File: src/design/cutc_pkg.sv
`default_nettype none

package cutc_pkg;

	localparam int NSTG = 6;

	localparam int EPOCH_YEAR = 1970;
	localparam int LAST_YEAR = 2105;
	localparam int CENTURY_NONLEAP = 2100;
	// first year offset whose leap count loses the skipped century year
	localparam int CENTURY_YO = CENTURY_NONLEAP - EPOCH_YEAR + 1;

	localparam logic [16:0] SECS_PER_DAY = 17'd86400;
	localparam logic [11:0] SECS_PER_HOUR = 12'd3600;
	localparam logic [5:0] SECS_PER_MIN = 6'd60;
	localparam logic [31:0] LAST_EPOCH_SECOND = 32'd4291747199;
	localparam logic [8:0] DAYS_PER_YEAR = 9'd365;

	// reciprocals for exact constant division over the value ranges in use
	localparam logic [25:0] DAY_RECIP = 26'd50903317;	// (x >> 7) / 675
	localparam int DAY_SHIFT = 35;
	localparam logic [15:0] YEAR_RECIP = 16'd45965;		// days / 365
	localparam int YEAR_SHIFT = 24;
	localparam logic [17:0] HOUR_RECIP = 18'd149131;	// sod / 3600
	localparam int HOUR_SHIFT = 29;
	localparam logic [12:0] MIN_RECIP = 13'd4370;		// rem / 60
	localparam int MIN_SHIFT = 18;

	typedef enum logic {
		CMD_D2S = 1'b0,
		CMD_S2D = 1'b1
	} cmd_t;

	typedef struct packed {
		cmd_t        command;
		logic [11:0] year;
		logic [3:0]  month;
		logic [4:0]  day;
		logic [4:0]  hour;
		logic [5:0]  minute;
		logic [5:0]  second;
		logic [31:0] epoch_seconds;
	} req_t;

	typedef struct packed {
		logic [31:0] out_epoch_seconds;
		logic [11:0] out_year;
		logic [3:0]  out_month;
		logic [4:0]  out_day;
		logic [4:0]  out_hour;
		logic [5:0]  out_minute;
		logic [5:0]  out_second;
		logic        range_error;
	} rsp_t;

	typedef struct packed {
		logic [NSTG-1:0] load;
	} pipe_ctl_t;

	// exact Gregorian rule for the supported span 1970..2105
	function automatic logic leap_in_span(logic [11:0] y);
		return (y[1:0] == 2'b00) && (y != 12'(CENTURY_NONLEAP));
	endfunction

	function automatic logic [15:0] days_before_year(logic [7:0] yo);
		logic [16:0] base;
		logic [8:0]  yp;
		logic [6:0]  leaps;
		base = 17'(yo) * 17'(DAYS_PER_YEAR);
		yp = {1'b0, yo} + 9'd1;
		leaps = 7'(yp >> 2) - ((yo >= 8'(CENTURY_YO)) ? 7'd1 : 7'd0);
		return 16'(base + 17'(leaps));
	endfunction

	function automatic logic [8:0] days_before_month(logic [3:0] m, logic leap);
		logic [8:0] d;
		case (m)
			4'd2:    d = 9'd31;
			4'd3:    d = 9'd59;
			4'd4:    d = 9'd90;
			4'd5:    d = 9'd120;
			4'd6:    d = 9'd151;
			4'd7:    d = 9'd181;
			4'd8:    d = 9'd212;
			4'd9:    d = 9'd243;
			4'd10:   d = 9'd273;
			4'd11:   d = 9'd304;
			4'd12:   d = 9'd334;
			default: d = 9'd0;
		endcase
		if (leap && m >= 4'd3 && m <= 4'd12)
			d = d + 9'd1;
		return d;
	endfunction

	function automatic logic [4:0] month_length(logic [3:0] m, logic leap);
		logic [4:0] n;
		case (m) inside
			4'd4, 4'd6, 4'd9, 4'd11: n = 5'd30;
			4'd2:                    n = leap ? 5'd29 : 5'd28;
			default:                 n = 5'd31;
		endcase
		return n;
	endfunction

endpackage

`default_nettype wire

File: src/design/cutc_if.sv
`default_nettype none

interface cutc_req_if;
	logic            valid;
	logic            ready;
	cutc_pkg::req_t  data;

	modport source (output valid, output data, input ready);
	modport sink (input valid, input data, output ready);
endinterface

interface cutc_rsp_if;
	logic            valid;
	logic            ready;
	cutc_pkg::rsp_t  data;

	modport source (output valid, output data, input ready);
	modport sink (input valid, input data, output ready);
endinterface

`default_nettype wire

File: src/design/cutc_ctrl.sv
`default_nettype none

module cutc_ctrl (
	input  wire logic                clk,
	input  wire logic                arst_n,
	input  wire logic                in_valid,
	output logic                     in_ready,
	output logic                     out_valid,
	input  wire logic                out_ready,
	output cutc_pkg::pipe_ctl_t      ctl
);

	logic [cutc_pkg::NSTG-1:0] vld_q;
	logic [cutc_pkg::NSTG:0]   rdy;

	// a stage takes new data when it is empty or its content moves on
	always_comb begin
		rdy[cutc_pkg::NSTG] = out_ready;
		for (int k = cutc_pkg::NSTG - 1; k >= 0; k--)
			rdy[k] = !vld_q[k] || rdy[k+1];
	end

	always_ff @(posedge clk or negedge arst_n) begin
		if (!arst_n) begin
			vld_q <= '0;
		end else begin
			if (rdy[0])
				vld_q[0] <= in_valid;
			for (int k = 1; k < cutc_pkg::NSTG; k++)
				if (rdy[k])
					vld_q[k] <= vld_q[k-1];
		end
	end

	assign ctl.load  = rdy[cutc_pkg::NSTG-1:0];
	assign in_ready  = rdy[0];
	assign out_valid = vld_q[cutc_pkg::NSTG-1];

endmodule

`default_nettype wire

File: src/design/cutc_d2s.sv
`default_nettype none

module cutc_d2s (
	input  wire logic                 clk,
	input  wire cutc_pkg::pipe_ctl_t  ctl,
	input  wire cutc_pkg::req_t       req,
	output logic [31:0]               eps,
	output logic                      err
);

	logic        act_s1, err_s1;
	logic [7:0]  yo_s1;
	logic [8:0]  dom_s1;
	logic [16:0] sod_s1;

	logic        act_s2, err_s2;
	logic [15:0] days_s2;
	logic [16:0] sod_s2;

	logic [31:0] eps_s3, eps_s4, eps_s5;
	logic        err_s3, err_s4, err_s5;

	logic        leap;
	logic        ok;
	logic [16:0] sod;
	logic [32:0] total;

	always_comb begin
		leap = cutc_pkg::leap_in_span(req.year);
		ok = (req.year >= 12'(cutc_pkg::EPOCH_YEAR)) && (req.year <= 12'(cutc_pkg::LAST_YEAR))
			&& (req.month >= 4'd1) && (req.month <= 4'd12)
			&& (req.day >= 5'd1) && (req.day <= cutc_pkg::month_length(req.month, leap))
			&& (req.hour <= 5'd23) && (req.minute <= 6'd59) && (req.second <= 6'd59);
		sod = 17'(req.hour) * 17'(cutc_pkg::SECS_PER_HOUR)
			+ 17'(req.minute) * 17'(cutc_pkg::SECS_PER_MIN)
			+ 17'(req.second);
		total = 33'(days_s2) * 33'(cutc_pkg::SECS_PER_DAY) + 33'(sod_s2);
	end

	always_ff @(posedge clk) begin
		// check fields, split into year offset, day of year and second of day
		if (ctl.load[0]) begin
			act_s1 <= (req.command == cutc_pkg::CMD_D2S);
			err_s1 <= !ok;
			yo_s1  <= 8'(req.year - 12'(cutc_pkg::EPOCH_YEAR));
			dom_s1 <= cutc_pkg::days_before_month(req.month, leap) + 9'(req.day) - 9'd1;
			sod_s1 <= sod;
		end
		// day count since the epoch
		if (ctl.load[1]) begin
			act_s2  <= act_s1;
			err_s2  <= err_s1;
			days_s2 <= cutc_pkg::days_before_year(yo_s1) + 16'(dom_s1);
			sod_s2  <= sod_s1;
		end
		// scale to seconds; drop the result for the other command or on error
		if (ctl.load[2]) begin
			eps_s3 <= (act_s2 && !err_s2) ? total[31:0] : 32'd0;
			err_s3 <= act_s2 && err_s2;
		end
		if (ctl.load[3]) begin
			eps_s4 <= eps_s3;
			err_s4 <= err_s3;
		end
		if (ctl.load[4]) begin
			eps_s5 <= eps_s4;
			err_s5 <= err_s4;
		end
	end

	assign eps = eps_s5;
	assign err = err_s5;

endmodule

`default_nettype wire

File: src/design/cutc_s2d.sv
`default_nettype none

module cutc_s2d (
	input  wire logic                 clk,
	input  wire cutc_pkg::pipe_ctl_t  ctl,
	input  wire cutc_pkg::req_t       req,
	output cutc_pkg::rsp_t            res
);

	logic        act_s1, err_s1;
	logic [15:0] days_s1;
	logic [31:0] esec_s1;

	logic        act_s2, err_s2;
	logic [15:0] days_s2;
	logic [16:0] sod_s2;
	logic [7:0]  guess_s2;

	logic        act_s3, err_s3;
	logic [7:0]  yo_s3;
	logic [8:0]  doy_s3;
	logic [4:0]  hour_s3;
	logic [16:0] sod_s3;

	logic        act_s4, err_s4;
	logic [11:0] year_s4;
	logic [3:0]  month_s4;
	logic [4:0]  day_s4;
	logic [4:0]  hour_s4;
	logic [11:0] remh_s4;

	logic        act_s5, err_s5;
	logic [11:0] year_s5;
	logic [3:0]  month_s5;
	logic [4:0]  day_s5;
	logic [4:0]  hour_s5;
	logic [5:0]  minute_s5;
	logic [11:0] remh_s5;

	logic [50:0] day_prod;
	logic [32:0] day_secs;
	logic [31:0] year_prod;
	logic [15:0] dby_g, dby_p;
	logic        over;
	logic [34:0] hour_prod;
	logic [11:0] year4;
	logic        leap4;
	logic [3:0]  mon4;
	logic [24:0] min_prod;
	logic [11:0] min_secs;
	logic [5:0]  second5;
	logic        keep;

	always_comb begin
		day_prod  = 51'(req.epoch_seconds[31:7]) * 51'(cutc_pkg::DAY_RECIP);
		day_secs  = 33'(days_s1) * 33'(cutc_pkg::SECS_PER_DAY);
		year_prod = 32'(days_s1) * 32'(cutc_pkg::YEAR_RECIP);
		dby_g     = cutc_pkg::days_before_year(guess_s2);
		dby_p     = cutc_pkg::days_before_year(guess_s2 - 8'd1);
		over      = dby_g > days_s2;
		hour_prod = 35'(sod_s2) * 35'(cutc_pkg::HOUR_RECIP);
		year4     = 12'(cutc_pkg::EPOCH_YEAR) + 12'(yo_s3);
		leap4     = cutc_pkg::leap_in_span(year4);
		mon4      = 4'd1;
		for (int k = 2; k <= 12; k++)
			if (doy_s3 >= cutc_pkg::days_before_month(4'(k), leap4))
				mon4 = 4'(k);
		min_prod  = 25'(remh_s4) * 25'(cutc_pkg::MIN_RECIP);
		min_secs  = 12'(minute_s5) * 12'(cutc_pkg::SECS_PER_MIN);
		second5   = 6'(remh_s5 - min_secs);
	end

	always_ff @(posedge clk) begin
		// whole days by reciprocal multiply
		if (ctl.load[0]) begin
			act_s1  <= (req.command == cutc_pkg::CMD_S2D);
			err_s1  <= req.epoch_seconds > cutc_pkg::LAST_EPOCH_SECOND;
			days_s1 <= day_prod[cutc_pkg::DAY_SHIFT+15:cutc_pkg::DAY_SHIFT];
			esec_s1 <= req.epoch_seconds;
		end
		// second of day, first year estimate
		if (ctl.load[1]) begin
			act_s2   <= act_s1;
			err_s2   <= err_s1;
			days_s2  <= days_s1;
			sod_s2   <= 17'(33'(esec_s1) - day_secs);
			guess_s2 <= year_prod[cutc_pkg::YEAR_SHIFT+7:cutc_pkg::YEAR_SHIFT];
		end
		// correct the year estimate down by one when it overshoots
		if (ctl.load[2]) begin
			act_s3  <= act_s2;
			err_s3  <= err_s2;
			yo_s3   <= over ? guess_s2 - 8'd1 : guess_s2;
			doy_s3  <= 9'(days_s2 - (over ? dby_p : dby_g));
			hour_s3 <= hour_prod[cutc_pkg::HOUR_SHIFT+4:cutc_pkg::HOUR_SHIFT];
			sod_s3  <= sod_s2;
		end
		// month and day, seconds left in the hour
		if (ctl.load[3]) begin
			act_s4   <= act_s3;
			err_s4   <= err_s3;
			year_s4  <= year4;
			month_s4 <= mon4;
			day_s4   <= 5'(doy_s3 - cutc_pkg::days_before_month(mon4, leap4) + 9'd1);
			hour_s4  <= hour_s3;
			remh_s4  <= 12'(sod_s3 - 17'(hour_s3) * 17'(cutc_pkg::SECS_PER_HOUR));
		end
		if (ctl.load[4]) begin
			act_s5    <= act_s4;
			err_s5    <= err_s4;
			year_s5   <= year_s4;
			month_s5  <= month_s4;
			day_s5    <= day_s4;
			hour_s5   <= hour_s4;
			minute_s5 <= min_prod[cutc_pkg::MIN_SHIFT+5:cutc_pkg::MIN_SHIFT];
			remh_s5   <= remh_s4;
		end
	end

	always_comb begin
		keep = act_s5 && !err_s5;
		res.out_epoch_seconds = 32'd0;
		res.out_year   = keep ? year_s5 : 12'd0;
		res.out_month  = keep ? month_s5 : 4'd0;
		res.out_day    = keep ? day_s5 : 5'd0;
		res.out_hour   = keep ? hour_s5 : 5'd0;
		res.out_minute = keep ? minute_s5 : 6'd0;
		res.out_second = keep ? second5 : 6'd0;
		res.range_error = act_s5 && err_s5;
	end

endmodule

`default_nettype wire

File: src/design/calendar_unix_time_converter.sv
// Channel  Modport  Direction  Carries
// -------  -------  ---------  -----------------------------------------------
// req      sink     in         command, date-time fields, epoch_seconds
// rsp      source   out        epoch seconds or date-time fields, range_error
//
// One request per cycle sustained while rsp is ready; every request gives
// one response through the six-stage pipeline (reciprocal multiplies for
// the day, year, hour and minute splits, one per stage).
// arst_n clears the stage valid bits only; the datapath registers have no reset.
// A stage advances when it is empty or its content moves on, so a stall at
// rsp backs up stage by stage and nothing is dropped or repeated.
`default_nettype none

module calendar_unix_time_converter (
	input  wire logic  clk,
	input  wire logic  arst_n,
	cutc_req_if.sink   req,
	cutc_rsp_if.source rsp
);

	cutc_pkg::pipe_ctl_t ctl;
	cutc_pkg::rsp_t      s2d_res;
	cutc_pkg::rsp_t      rsp_mux;
	cutc_pkg::rsp_t      rsp_s6;
	logic [31:0]         d2s_eps;
	logic                d2s_err;

	// handshake and stage valid bits
	cutc_ctrl u_ctrl (
		.clk       (clk),
		.arst_n    (arst_n),
		.in_valid  (req.valid),
		.in_ready  (req.ready),
		.out_valid (rsp.valid),
		.out_ready (rsp.ready),
		.ctl       (ctl)
	);

	// date-time to seconds: closed-form day count, then scale
	cutc_d2s u_d2s (
		.clk (clk),
		.ctl (ctl),
		.req (req.data),
		.eps (d2s_eps),
		.err (d2s_err)
	);

	// seconds to date-time: split days, years, months and time of day
	cutc_s2d u_s2d (
		.clk (clk),
		.ctl (ctl),
		.req (req.data),
		.res (s2d_res)
	);

	// merge both directions; the unused one is already zero
	always_comb begin
		rsp_mux = s2d_res;
		rsp_mux.out_epoch_seconds = d2s_eps;
		rsp_mux.range_error = s2d_res.range_error | d2s_err;
	end

	// output stage
	always_ff @(posedge clk) begin
		if (ctl.load[cutc_pkg::NSTG-1]) begin
			rsp_s6 <= rsp_mux;
		end
	end

	assign rsp.data = rsp_s6;

	// an empty output stage means every stage can take data
	a_ready_when_empty: assert property (@(posedge clk) disable iff (!arst_n)
		!rsp.valid |-> req.ready)
		else $error("request refused while pipeline is empty");

	a_error_zeroes: assert property (@(posedge clk) disable iff (!arst_n)
		rsp.valid && rsp.data.range_error |->
			rsp.data.out_epoch_seconds == 32'd0 && rsp.data.out_year == 12'd0
			&& rsp.data.out_month == 4'd0 && rsp.data.out_second == 6'd0)
		else $error("error response carries nonzero fields");

	a_month_valid: assert property (@(posedge clk) disable iff (!arst_n)
		rsp.valid && rsp.data.out_year != 12'd0 |->
			rsp.data.out_month >= 4'd1 && rsp.data.out_month <= 4'd12
			&& rsp.data.out_day >= 5'd1 && rsp.data.out_hour <= 5'd23)
		else $error("date response out of calendar range");

	a_one_direction: assert property (@(posedge clk) disable iff (!arst_n)
		rsp.valid && rsp.data.out_year != 12'd0 |->
			rsp.data.out_epoch_seconds == 32'd0 && !rsp.data.range_error)
		else $error("both directions present in one response");

endmodule

`default_nettype wire

File: src/flat_wrapper.sv
// flat-port wrapper written by rule: the top's interface ports become plain ports
module calendar_unix_time_converter_flat 
  (clk, arst_n, req_valid, req_data, req_ready, rsp_valid, rsp_data, rsp_ready);
  cutc_req_if req_i ();
  cutc_rsp_if rsp_i ();
  input  wire logic clk;
  input  wire logic arst_n;
  input wire logic [$bits(req_i.valid)-1:0] req_valid;
  input wire logic [$bits(req_i.data)-1:0] req_data;
  output wire logic [$bits(req_i.ready)-1:0] req_ready;
  output wire logic [$bits(rsp_i.valid)-1:0] rsp_valid;
  output wire logic [$bits(rsp_i.data)-1:0] rsp_data;
  input wire logic [$bits(rsp_i.ready)-1:0] rsp_ready;
  assign req_i.valid = req_valid;
  assign req_i.data = req_data;
  assign req_ready = req_i.ready;
  assign rsp_valid = rsp_i.valid;
  assign rsp_data = rsp_i.data;
  assign rsp_i.ready = rsp_ready;
  calendar_unix_time_converter u_core (.clk(clk), .arst_n(arst_n), .req(req_i), .rsp(rsp_i));
endmodule
File: config.mk
export PLATFORM = sky130hd
export DESIGN_NAME = calendar_unix_time_converter_flat
export DESIGN_NICKNAME = d
export VERILOG_FILES = /design/src/design/cutc_pkg.sv /design/src/design/cutc_if.sv /design/src/design/cutc_ctrl.sv /design/src/design/cutc_d2s.sv /design/src/design/cutc_s2d.sv /design/src/design/calendar_unix_time_converter.sv /design/src/flat_wrapper.sv
export SDC_FILE = /design/constraint.sdc
export NUM_CORES = 2
export LEC_CHECK = 0
export BUFFER_PORTS_ARGS = -buffer_cell sky130_fd_sc_hd__buf_2
export CAP_MARGIN = 20
export CORE_ASPECT_RATIO = 2
export CORE_MARGIN = 2
export CORE_UTILIZATION = 59
export DETAILED_ROUTE_END_ITERATION = 6
export PLACE_DENSITY = 0.82
export SLEW_MARGIN = 20
export SYNTH_ARGS = -nofsm -noshare
export SYNTH_HDL_FRONTEND = slang
export SYNTH_HIERARCHICAL = 1
export SYNTH_SLANG_ARGS = --single-unit
File: constraint.sdc
create_clock -name clk -period 8.8 [get_ports clk]
set_clock_uncertainty 0.15 [all_clocks]
set_input_delay 1.76 -clock clk [delete_from_list [all_inputs] [get_ports clk]]
set_output_delay 1.76 -clock clk [all_outputs]
set_load 0.01 [all_outputs]
* Word-level counts from Yosys, hierarchy flattened *
Memories as Yosys holds them, arrays and structs flattened.
Cells that the tools add are included.

cells by class
  equal/unequal tests = 7
  bitwise logic cells = 2
  add/sub/neg operators = 26
  order comparisons = 28
  reductions and logical operators = 36
  multiplexer cells = 35
  multiply operators = 13

operators with widths
  kind                                                                    number
  25-bit by 26-bit multiplier with 51-bit output (second input constant)  1
  9-bit by 8-bit >= comparator with 1-bit output                          4
  9-bit 2-to-1 mux                                                        4
  17-bit by 18-bit multiplier with 34-bit output (second input constant)  1
  16-bit by 7-bit adder with 16-bit output                                2
  32-bit by 17-bit adder with 32-bit output                               1
  32-bit > comparator (second input constant)                             1
  16-bit by 16-bit multiplier with 32-bit output (second input constant)  1
  8-bit by 9-bit multiplier with 16-bit output (second input constant)    2
  8-bit by 1-bit adder with 9-bit output (second input constant)          3
  9-bit >= comparator                                                     3
  16-bit by 10-bit multiplier with 25-bit output (second input constant)  1
  8-bit >= comparator (second input constant)                             3
  4-bit 2-to-1 mux                                                        6
  12-bit != test (second input constant)                                  2
  12-bit by 12-bit multiplier with 23-bit output (second input constant)  1
  7-bit by 1-bit subtractor with 7-bit output                             3
  5-bit 2-to-1 mux                                                        4
  9-bit by 7-bit >= comparator with 1-bit output                          2
  1-bit logical AND                                                       18
  3-bit 2-to-1 mux                                                        6
  17-bit by 12-bit adder with 17-bit output                               1
  17-bit by 6-bit adder with 17-bit output                                1
  17-bit subtractor                                                       1
  43 further kinds                                                        75

word-level totals
  memories = 2
  logic and storage cells = 208
  output and inout port bits = 73
  memory bits (read-only) = 288
  register bits after elaboration = 441

memory list
  memory           depth  bits a word  read ports  clocked after Yosys merged registers in  write ports  RTL line        text
  (no name shown)  16     9            1           0                                        0            cutc_pkg.sv:77  case (m)
  (no name shown)  16     9            1           0                                        0            cutc_pkg.sv:77

* Logic depth before layout (Yosys ltp) *
  word-level depth = 22
  mapped depth = 51
  depth with buffers taken out = 48

* By module *
Netlist, hierarchy kept.

modules (own cells, without submodules)
  module                        area an instance (sq um)  instances  cells an instance  seq. area each (sq um)
  cutc_s2d                      31901.8                   1          2927               5825.6
  cutc_d2s                      13855.8                   1          1217               5104.9
  calendar_unix_time_converter  2138.3                    1          72                 2132.0
  cutc_ctrl                     256.5                     1          21                 150.1

* Worst setup path before layout *
OpenSTA, ideal clock, no wires.

  path kind = reg2reg
  start point = register u_core.u_s2d.guess_s2[3]
  end point = register u_core.u_s2d.doy_s3[8] (data pin)
  required time = 8390 ps
  cell stages (with the launch flop) = 48
  setup slack = -457 ps
  setup time = 260 ps
  arrival = 8848 ps
  period minus slack after synthesis = 9257 ps
  path through = edfxtp_1 -> inv_1 -> ha_1 -> and3_1 -> nand2b_1 -> a21o_1 -> ha_1 -> ha_1 -> nand2_1 -> nor2_1 -> mux2i_1 -> o22ai_1 -> fa_1 -> inv_1 -> fa_1 -> fa_1 -> fa_1 -> inv_1 -> [12 not listed] -> and3_1 -> a221oi_1 -> a22oi_1 -> buf_2 -> buf_2 -> nand2_1 -> o21ai_0 -> ha_1 -> inv_1 -> fa_1 -> a21o_1 -> a21oi_1 -> o21bai_1 -> a21oi_1 -> o21bai_1 -> a21oi_1 -> xnor2_1 -> xnor2_1

on the way
  word-level cells in the longest chain between the ends = 7

ends and longest elaborated chain
  element                                                                                               RTL line        text
  from (decl)                                                                                           cutc_s2d.sv:17  logic [7:0] guess_s2;
  from (signal assigned)                                                                                cutc_s2d.sv:87  guess_s2 <= year_prod[cutc_pkg::YEAR_SHIFT+7:cutc_pkg::YEAR_SHIFT];
  parallel branches: the longest is 5 deep, another holds 8-bit by 9-bit multiplier with 16-bit output  n/a
  9-bit 2-to-1 mux (*)                                                                                  cutc_s2d.sv:94  doy_s3 <= 9'(days_s2 - (over ? dby_p : dby_g));
  9-bit subtractor (*)                                                                                  cutc_s2d.sv:94
  to (signal assigned)                                                                                  cutc_s2d.sv:94
  to (decl)                                                                                             cutc_s2d.sv:21  logic [8:0] doy_s3;

Mark *: on every way between the ends.
A chain may end at the register's enable or synchronous reset.

* Final worst setup path *
Same ends and word-level chain as after synthesis.

==> impl_metrics.json <==
{
  "status": "complete, but fails checks",
  "failed_checks": "setup timing",
  "cp_top_family": "adder cells",
  "dpl.cell_count": 5423,
  "final_cells": 5513,
  "die_h_um": 407.0,
  "max-slew-margin-rel_pct": 38.80,
  "cp_slowest_cell": "fa_1",
  "gp_congestion": 0.9676,
  "overflow": 0,
  "timing.reg2reg.setup_slack_ns": -0.07,
  "clock_sink_count": 441,
  "crit_arrival_ns": 9.06,
  "grt_util_all_layers_pct": 24.23,
  "multi_input_area_um2": 31460,
  "core_area_um2": 80380,
  "finalSetupTns_ns": -0.1115,
  "synthCells": 4204,
  "initial_utilization_pct": 59.61,
  "vias": 30450,
  "ctsHtreeMaxLevel": 2,
  "hold_depth": 0,
  "drive_gt1_share_pct": 8.749,
  "worst_pin_slew_ns": 0.9180,
  "rr_endpoint": "u_core/u_s2d/doy_s3[8]",
  "clk_pin_slew_ns": 0.07,
  "synth_area_per_cell_um2": 11.40,
  "cts_hold_buf": 0,
  "firstDrtPassIters": 5,
  "critPathLaunch": "u_core/u_s2d/guess_s2[3]",
  "fmaxAchievable_mhz": 112.7,
  "wl_um": 97300,
  "ant_nets": 0,
  "r2r_start": "u_core/u_s2d/guess_s2[3]",
  "cp-endpoint": "u_core/u_s2d/doy_s3[8]",
  "numCtsBuffers": 40,
  "start_kind": "flop",
  "critPathMaxStageDelay_ns": 0.58,
  "fin_crit_sh_pct": 100.8,
  "post_drt_wl_per_cell_um": 17.65,
  "antenna_found_initial": 1,
  "criticalPathCategory": "flop to flop",
  "fin_nets": 6028,
  "io_pins": 148,
  "setup_ws_ns": -0.07319,
  "drc_errors": 0,
  "synth_area_um2": 47910,
  "clock_latency_ns": 0.58,
  "clockRootBuffer": "clkbuf_16",
  "dieArea_um2": 83630,
  "layout_min_cycle_time_ns": 8.873,
  "grt_pass1_vias": 33680,
  "drv_cap": 0,
  "crit_path_frequent_cell": "buf_4",
  "syn2layout_area_growth_pct": 8.582,
  "cts.path.max_buffers": 3,
  "rr_worst_depth": 45,
  "hold_violations": 0,
  "setup_viol_count_final": 2,
  "synth_fp_nets": 5794,
  "dr.first_iter.drc_count": 996,
  "yosysWarnings": 6,
  "grt_pass1_wl_um": 159900,
  "hold_path_class": "flop to flop",
  "path_buf_inv": 10,
  "rsz0062_at_grt": "true",
  "worst-path-max-fanout": 5,
  "cp_num_cells": 45,
  "regArea_um2": 13210,
  "io_buffers": 147,
  "worst_setup_path_end_kind": "flop",
  "slew_viol_final": 0,
  "cts_tree": "built",
  "rows": 147,
  "worstPathRequired_ns": 8.98,
  "via_per_inst": 5.524,
  "fillers": 6170,
  "grt_max_degree": 75,
  "dp_hpwl_um": 82500,
  "die_w_um": 205.5
}
routing by layer:
layer | GRT usage [%] | part of all wire (%)
met2 | 47.21 | 55
met4 | 15.47 | 7.1
met5 | 0 | 0.011
met3 | 2.365 | 2.8
met1 | 23.92 | 35
registers in the layout (all words and copies together), names as in the netlist, 6 cells and up:
register	flops
u_core/u_s2d/doy_s3	9
u_core/u_d2s/yo_s1	8
u_core/u_s2d/yo_s3	8
u_core/u_s2d/remh_s4	12
u_core/u_s2d/days_s2	16
u_core/u_s2d/year_s4	12
u_core/rsp.data	71
u_core/u_d2s/sod_s1	17
u_core/u_s2d/sod_s3	12
u_core/u_s2d/guess_s2	8
u_core/u_d2s/dom_s1	9
u_core/u_s2d/esec_s1	17
u_core/u_d2s/eps	32
u_core/u_s2d/minute_s5	6
u_core/u_d2s/eps_s4	32
u_core/u_d2s/days_s2	16
u_core/u_d2s/eps_s3	32
u_core/u_s2d/year_s5	12
u_core/u_ctrl/vld_q	6
u_core/u_d2s/sod_s2	17
u_core/u_s2d/days_s1	16
u_core/u_s2d/sod_s2	17
u_core/u_s2d/remh_s5	6
how the worst min path moves through the flow:
stage                           startpoint                      to
floorplan              u_core/u_d2s/eps[0]     u_core/rsp.data[39]
global placement    u_core/u_s2d/day_s4[2]  u_core/u_s2d/day_s5[2]
detailed placement     u_core/u_d2s/eps[0]     u_core/rsp.data[39]
CTS                 u_core/u_d2s/sod_s1[7]  u_core/u_d2s/sod_s2[7]
global route        u_core/u_d2s/sod_s1[7]  u_core/u_d2s/sod_s2[7]
finish                 u_core/u_d2s/eps[0]     u_core/rsp.data[39]
placed cells by master (no fill, tap or decap), drive strengths merged, types with 44 or more instances in the layout:
master,instances
inv,924
ha,1047
nor2,126
a21o,69
xor2,77
xnor2,186
a21oi,153
fa,468
edfxtp,435
nand3,44
o21ai,73
clkbuf,44
and2,54
nand2,106
buf,222
repair_timing:
action	CTS	global route
gates resized for setup	8	42
setup endpoints to repair	3	6
pin swaps	16	42
setup buffers	8	9
cell type report:
class | count | area share [%]
repair buffers | 222 | 2.504
multi-input cells | 2816 | 60.48
flip-flops and latches | 441 | 25.40
well taps | 1043 | 2.509
clock inverters | 29 | 0.5340
inverters | 917 | 6.617
diodes | 1 | 0.004810
clock buffers | 44 | 1.953
stage by stage:
stage                     setup slack (ns)  utilization [%]  cell area, um2  hold slack [ns]
final                             -0.07319            64.72           52020           0.2655
after global routing               -0.5291            64.72           52020           0.2706
after CTS                         0.004784            64.38           51740           0.2672
after detailed placement           -0.3048            62.64           50350           0.2545
after global placement            -0.01693            62.64           50350           0.2501
after floorplan                    0.02672                -           47980           0.2503
Power is left out: the tool's default activity adds up to more than one toggle a clock period on the data nets, which glitch-free logic cannot reach.
